[src/design/c8_pkg.sv]
// Shared types, sizes and codes of the CHIP-8 instruction core.
// Used by the controller, the datapath, the top level and the port checker.
package c8_pkg;

   // storage sizes (all powers of two: wrap by truncation)
   localparam int MEM_DEPTH   = 4096;
   localparam int MEM_AW      = $clog2(MEM_DEPTH);
   localparam int DISP_WIDTH  = 64;
   localparam int COL_W       = $clog2(DISP_WIDTH);
   localparam int DISP_HEIGHT = 32;
   localparam int ROW_W       = $clog2(DISP_HEIGHT);
   localparam int STACK_DEPTH = 16;
   localparam int STK_AW      = $clog2(STACK_DEPTH);
   localparam int SP_W        = $clog2(STACK_DEPTH + 1);
   localparam int REG_COUNT   = 16;

   localparam logic [11:0] PROG_START_RESET = 12'h200;
   localparam logic [11:0] FONT_BASE_RESET  = 12'h000;

   // item codes
   localparam logic [2:0] OP_STEP  = 3'd0;
   localparam logic [2:0] OP_TICK  = 3'd1;
   localparam logic [2:0] OP_KEY   = 3'd2;
   localparam logic [2:0] OP_WRITE = 3'd3;
   localparam logic [2:0] OP_READ  = 3'd4;
   localparam logic [2:0] OP_ROW   = 3'd5;

   // register indexes of the configuration port
   localparam logic REG_PROG_START = 1'b0;
   localparam logic REG_FONT_BASE  = 1'b1;

   // instruction fields
   localparam logic [11:0] NNN_CLS  = 12'h0E0;
   localparam logic [11:0] NNN_RET  = 12'h0EE;
   localparam logic [7:0]  KK_SKP   = 8'h9E;
   localparam logic [7:0]  KK_SKNP  = 8'hA1;
   localparam logic [7:0]  KK_GETDT = 8'h07;
   localparam logic [7:0]  KK_WKEY  = 8'h0A;
   localparam logic [7:0]  KK_SETDT = 8'h15;
   localparam logic [7:0]  KK_SETST = 8'h18;
   localparam logic [7:0]  KK_ADDI  = 8'h1E;
   localparam logic [7:0]  KK_FONT  = 8'h29;
   localparam logic [7:0]  KK_BCD   = 8'h33;
   localparam logic [7:0]  KK_STORE = 8'h55;
   localparam logic [7:0]  KK_LOAD  = 8'h65;
   localparam logic [3:0]  FLAG_REG = 4'hF;

   typedef enum logic [2:0] {
      ST_OK      = 3'd0,
      ST_WAIT    = 3'd1,
      ST_HALT    = 3'd2,
      ST_INVALID = 3'd3,
      ST_STACK   = 3'd4
   } c8_status_type;

   // follow-on work after the execute cycle
   typedef enum logic [2:0] {
      SEQ_DONE,
      SEQ_FLAG,
      SEQ_DRAW,
      SEQ_BCD,
      SEQ_STORE,
      SEQ_LOAD
   } c8_seq_type;

   // datapath operations, one per controller state
   typedef enum logic [3:0] {
      U_IDLE,
      U_ITEM,
      U_FETCH_LO,
      U_DECODE,
      U_RD_Y,
      U_RD_0,
      U_EXEC,
      U_DRAW_RD,
      U_DRAW_WR,
      U_VF,
      U_BCD,
      U_ST_RD,
      U_ST_WR,
      U_LD_RD,
      U_LD_WR,
      U_FINISH
   } c8_uop_type;

   typedef struct packed {
      c8_uop_type uop;
      logic       load;
      logic       take;
   } c8_cmd_type;

   typedef struct packed {
      logic       fetch_go;
      c8_seq_type seq;
      logic       last;
   } c8_stat_type;

endpackage

[src/design/c8_ctrl.sv]
// Controller of the CHIP-8 core: one-hot sequencer over fetch, decode,
// execute and the memory walks. Depends on c8_pkg.
module c8_ctrl (
   input  logic               clock,
   input  logic               reset,
   input  logic               req_valid,
   output logic               req_stall,
   output logic               rsp_valid,
   input  logic               rsp_stall,
   input  c8_pkg::c8_stat_type stat,
   output c8_pkg::c8_cmd_type  cmd
);
   import c8_pkg::*;

   typedef enum logic [15:0] {
      S_IDLE     = 16'h0001,
      S_ITEM     = 16'h0002,
      S_FETCH_LO = 16'h0004,
      S_DECODE   = 16'h0008,
      S_RD_Y     = 16'h0010,
      S_RD_0     = 16'h0020,
      S_EXEC     = 16'h0040,
      S_DRAW_RD  = 16'h0080,
      S_DRAW_WR  = 16'h0100,
      S_VF       = 16'h0200,
      S_BCD      = 16'h0400,
      S_ST_RD    = 16'h0800,
      S_ST_WR    = 16'h1000,
      S_LD_RD    = 16'h2000,
      S_LD_WR    = 16'h4000,
      S_FINISH   = 16'h8000
   } c8_state_type;

   c8_state_type state_ff, state_in;
   logic         rsp_valid_ff, rsp_valid_in;
   logic         take;

   // take the result into the output register once it is free
   assign take      = (state_ff == S_FINISH) && (!rsp_valid_ff || !rsp_stall);
   assign req_stall = (state_ff != S_IDLE);
   assign rsp_valid = rsp_valid_ff;

   // next state and command
   always_comb begin
      state_in = state_ff;
      cmd.uop  = U_IDLE;
      cmd.load = 1'b0;
      cmd.take = take;
      unique case (state_ff)
         S_IDLE: begin
            cmd.load = req_valid;
            if (req_valid) state_in = S_ITEM;
         end
         S_ITEM: begin
            cmd.uop  = U_ITEM;
            state_in = stat.fetch_go ? S_FETCH_LO : S_FINISH;
         end
         S_FETCH_LO: begin
            cmd.uop  = U_FETCH_LO;
            state_in = S_DECODE;
         end
         S_DECODE: begin
            cmd.uop  = U_DECODE;
            state_in = S_RD_Y;
         end
         S_RD_Y: begin
            cmd.uop  = U_RD_Y;
            state_in = S_RD_0;
         end
         S_RD_0: begin
            cmd.uop  = U_RD_0;
            state_in = S_EXEC;
         end
         S_EXEC: begin
            cmd.uop = U_EXEC;
            unique case (stat.seq)
               SEQ_FLAG:  state_in = S_VF;
               SEQ_DRAW:  state_in = S_DRAW_RD;
               SEQ_BCD:   state_in = S_BCD;
               SEQ_STORE: state_in = S_ST_RD;
               SEQ_LOAD:  state_in = S_LD_RD;
               default:   state_in = S_FINISH;
            endcase
         end
         S_DRAW_RD: begin
            cmd.uop  = U_DRAW_RD;
            state_in = S_DRAW_WR;
         end
         S_DRAW_WR: begin
            cmd.uop  = U_DRAW_WR;
            state_in = stat.last ? S_VF : S_DRAW_RD;
         end
         S_VF: begin
            cmd.uop  = U_VF;
            state_in = S_FINISH;
         end
         S_BCD: begin
            cmd.uop  = U_BCD;
            state_in = stat.last ? S_FINISH : S_BCD;
         end
         S_ST_RD: begin
            cmd.uop  = U_ST_RD;
            state_in = S_ST_WR;
         end
         S_ST_WR: begin
            cmd.uop  = U_ST_WR;
            state_in = stat.last ? S_FINISH : S_ST_RD;
         end
         S_LD_RD: begin
            cmd.uop  = U_LD_RD;
            state_in = S_LD_WR;
         end
         S_LD_WR: begin
            cmd.uop  = U_LD_WR;
            state_in = stat.last ? S_FINISH : S_LD_RD;
         end
         S_FINISH: begin
            cmd.uop = U_FINISH;
            if (take) state_in = S_IDLE;
         end
         default: state_in = S_IDLE;
      endcase
   end

   // hold the result until the beat is taken
   assign rsp_valid_in = take ? 1'b1 : (rsp_valid_ff && rsp_stall);

   always_ff @(posedge clock) begin
      if (reset) begin
         state_ff     <= S_IDLE;
         rsp_valid_ff <= 1'b0;
      end else begin
         state_ff     <= state_in;
         rsp_valid_ff <= rsp_valid_in;
      end
   end

endmodule

[config.mk]
export PLATFORM = sky130hd
export DESIGN_NAME = c8_ctrl
export DESIGN_NICKNAME = d
export VERILOG_FILES = /design/src/design/c8_pkg.sv /design/src/design/c8_ctrl.sv
export SDC_FILE = /design/constraint.sdc
export NUM_CORES = 1
export LEC_CHECK = 0
export BUFFER_PORTS_ARGS = -buffer_cell sky130_fd_sc_hd__clkbuf_2
export CORE_AREA = 2 2 71 56
export CTS_BUF_LIST = sky130_fd_sc_hd__clkbuf_8 sky130_fd_sc_hd__clkbuf_16
export CTS_CLUSTER_DIAMETER = 40
export DETAILED_ROUTE_END_ITERATION = 7
export DIE_AREA = 0 0 73 58
export PLACE_DENSITY = 0.5
export SLEW_MARGIN = 0
export SYNTH_ARGS = -nofsm -noshare
export SYNTH_HDL_FRONTEND = slang
export SYNTH_SLANG_ARGS = --single-unit
[constraint.sdc]
create_clock -name clock -period 2.7 [get_ports clock]
set_input_delay 0.54 -clock clock [delete_from_list [all_inputs] [get_ports clock]]
set_output_delay 0.54 -clock clock [all_outputs]
set_load 0.03 [all_outputs]
==> summary.txt <==
Worst hold path
  • Hold Path Origin: req_valid
  • Hold depth: 3
  • Min-Delay Path Class: input port to flop
  • Hold Crit Endpoint: state_ff[1]

Worst setup path
  • End of the worst register-to-register path: state_ff[0]
  • R2r startpoint: state_ff[15]
  • Crit start category: flop
  • Slowest CP cell: or3_1
  • FF-to-FF path depth: 5
  • Crit path kind: flop to output pin
  • CP Capture Type: output pin
  • Crit path arrival time: 2.03 ns
  • Worst path cell trace: nor4_4, buf_4, nand2_2, or3_1, o21a_1, o2111ai_1, buf_2
  • Flop2flop setup slack: 0.89 ns
  • Crit path largest cell delay: roughly 0.40 ns
  • CP max FO: 5
  • CP Data Required Time: 2.16 ns

Die
  • I/O pins: 17
  • DIE WIDTH: about 73 um
  • DIE HEIGHT: 58 um
  • FP Rows: 19
  • Die area: between 4000 and 5000 sq um
  • Core outline area: about 3500 sq um
  • Initial core utilization: about a third

Pwr
  • Reg power frac: about half
  • Switching share of power: 28.0%
  • Pint: between 0.3 and 0.4 mW
  • Switching power: around 0.15 mW
  • Worst VDD drop: approximately 250 uV
  • P per Cell Area: about 400 nW/um^2
  • Share of total power in combinational logic: about 16%
  • Cell leakage power: 0.552 nW
  • Clock share of power: between 30 and 40%

Placement
  • Placed cell count: 191
  • GPL Wtd Cong: around 0.8
  • I/O Buffers: 16
  • HPWL Detailed: between 2 and 2.5 mm
  • Area after DPL: ~1300 sq um

Synth
  • Largest family of logic cells by synthesized area: simple AND/OR/NAND/NOR gates
  • EDFF count, synth: 0
  • Compound-cell area share of the yosys netlist: 15.1%
  • Post-Synthesis Cell Area: roughly 1200 sq um
  • Mean Syn Cell Area: between 8 and 9 sq um
  • Top_reg_cell synth: dfxtp_1
  • Post-synthesis xor/xnor area fraction: between 5 and 6%
  • Mapped Cells: 140
  • Post-synthesis mux area share: 0%
  • Fraction of registers with async set/reset: 0%
  • Mapped Nets: roughly 150
  • Cell variety after synth: between 40 and 50
  • YS warnings: 0
  • FF+latch count, synth: 17
  • Post-Synth Simple-Gate Area: a little under half
  • Synth Area in Adders: 0%
  • Post-synthesis sequential area ratio: 28.3%

STA
  • Hold Fails Final Rpt: 0
  • Setup TNS Final: 0 ns
  • Final Max Tran Viols: 0
  • Worst Clk Skew: 0.000936 ns
  • # setup viols final: 0
  • Max frequency: 389 MHz
  • Hold slack: between 0.5 and 0.6 ns
  • RSZ-0062 raised after global routing: no
  • Worst slew pin tran: ~0.46 ns
  • Fin crit period: 2.57 ns
  • Relative slew slack: between 60% and 70%
  • Final period util: 95.1%

GRT
  • Tot GR Track Use: around 14%
  • Global-route wire length before repair: 4.77 mm
  • Largest net degree at the start of global routing: 18
  • GR Overflow Total: 0
  • Vias in the first global route: around 1000
  • Initial antenna violation count: 0

Detailed routing
  • Final wirelength: 2.85 mm
  • Via/cell ratio: around 5.5
  • DR DRC count: 0
  • DR iter-0 viols: 143
  • Routed wire per std cell: around 14 um
  • Via count: 1095
  • Final ANT Viol Nets: 0
  • First-pass iteration count of the detailed router: 4

Clocking
  • CTS tree: done
  • Clk_lat worst skew: between 0.2 and 0.3 ns
  • Clock transition at path regs: roughly 0.070 ns
  • CTS Hold Bufs: 0
  • CTS buffer count: 3
  • Clock Path Buffers: 2
  • Clock Root Buffer: clkbuf_8
  • H-tree depth: 1
  • CTS Sinks: 17

Job
  • Reported max-cap violation count: 0

Layout
  • Antenna diode count: 0
  • Design area: about 1400 sq um
  • Share of cells above drive strength 1: approximately a quarter
  • Nets: between 150 and 200
  • Fill count: roughly 360
  • Cell Count, Final, Fillers Out: 199
  • Area delta synth->final: 14.1%

Outcome
  • Status: finished, final reports clean
## worst max-delay path by stage
stage                  from     end  slack (ns)  cells past startpoint
6_report       state_ff[11]  cmd[3]        0.13                      7
3_5_place_dp    state_ff[0]  cmd[3]        0.30                      6
2_1_floorplan  state_ff[12]  cmd[3]        0.22                      6
5_1_grt         state_ff[3]  cmd[2]       0.001                      6
4_1_cts         state_ff[0]  cmd[3]        0.01                      6
3_3_place_gp    state_ff[0]  cmd[3]        0.26                      6
## timing repair
action | CTS | global route
gates resized for setup | 0 | 1
setup buffers | 0 | 4
setup endpoints to repair | 0 | 3
## stage by stage
stage | util [%] | setup WS (ns) | power [mW]
3_3_place_gp | 36.7 | 0.265 | 0.353
5_1_grt | 38.8 | 0.00124 | 0.572
4_1_cts | 37.9 | 0.00998 | 0.539
6_report | 38.8 | 0.131 | 0.543
2_1_floorplan | - | 0.224 | 0.330
3_5_place_dp | 36.7 | 0.301 | 0.352
## routing by layer
layer | global-route usage (%) | vias up | wire, um
met4 | 4.23 | 0 | 43
met2 | 20.5 | 18 | 1190
li1 | - | 559 | -
met3 | 2.61 | 4 | 97
met1 | 21.8 | 514 | 1520
met5 | 0 | - | 0
## power groups by stage
stage | registers (mW) | logic, mW | clock network (mW)
final | 0.263 | 0.0877 | 0.192
after global routing | 0.264 | 0.0978 | 0.210
after CTS | 0.263 | 0.0842 | 0.192
after detailed placement | 0.269 | 0.0836 | 0
after global placement | 0.269 | 0.0846 | 0
after floorplan | 0.263 | 0.0669 | 0
## layout make-up
cell class                 count  area [sq um]  share of cell area (%)
clock buffer                   3          41.3                    3.01
clock inverter                 1          3.75                   0.273
inverter                       4          15.0                    1.09
multi-input combinational    109           788                    57.4
sequential                    17           340                    24.8
tap                           42          52.6                    3.83
timing repair buffer          23           133                    9.65
## kinds of logic (layout without fill, tap and decap cells)
group | Yosys count | count (layout)
AOI/OAI and AO/OA | 26 | 26
xor gates and xnor gates | 7 | 7
buffers and inverters | 14 | 31
DFF | 17 | 17
and+or+nand+nor | 76 | 76
## sequential cells by signal, indices dropped and copies added (netlist names)
register   count
state_ff      16
rsp_valid      1
## layout by cell type (no fill, tap or decap), drive strengths merged
| cell type | n |
|---|---|
| clkbuf | 18 |
| dfxtp | 17 |
| nor2 | 16 |
| nor3 | 12 |
| buf | 8 |
| nand2 | 7 |
| a21oi | 6 |
| nor4 | 6 |
| nand4 | 6 |
| inv | 5 |
| nor4b | 5 |
| xnor2 | 4 |
| nand3b | 4 |
| o21ai | 4 |
| nand3 | 4 |
| or3 | 3 |
| xor2 | 3 |
| o211ai | 3 |
| a2bb2oi | 3 |
| nand4b | 2 |
| and2 | 2 |
| nor3b | 2 |
| nand2b | 2 |
| o21a | 2 |
| or2 | 2 |
| nor2b | 1 |
| o211a | 1 |
| or4b | 1 |
| o2111ai | 1 |
| and4b | 1 |
| o32a | 1 |
| a41oi | 1 |
| a31oi | 1 |
| o22ai | 1 |
| o21bai | 1 |
| a41o | 1 |
## critical path: cells and delay by family (launching register included)
family          cells  cell delay [ns]
simple gates        3             0.78
compound gates      2             0.21
buf+inv             2             0.40
flops               1             0.38
## cells in the mapped netlist, types with 2 or more instances
cell type  instances  share of area, %
nor4_4             5               8.8
and2_1             2               1.0
nor3_1            12               5.0
o21ai_0            4               1.7
a2bb2oi_1          3               2.2
nand4b_1           2               1.5
xor2_1             3               2.2
o21a_1             2               1.2
or3_1              3               1.6
clkbuf_1           3              0.94
o211ai_1           3               1.9
nand2b_1           2               1.0
nand3_1            3               1.2
nor2_1            16               5.0
buf_2              3               1.2
nor3b_2            2               2.1
buf_6              2               1.9
dfxtp_1           17                28
nand3b_1           4               2.5
nand4_1            5               2.6
nor4b_1            4               2.9
a21oi_1            6               2.5
nand2_1            6               1.9
inv_1              4               1.2
xnor2_1            4               2.9
Note: power is estimated with default switching activity, not from simulation.
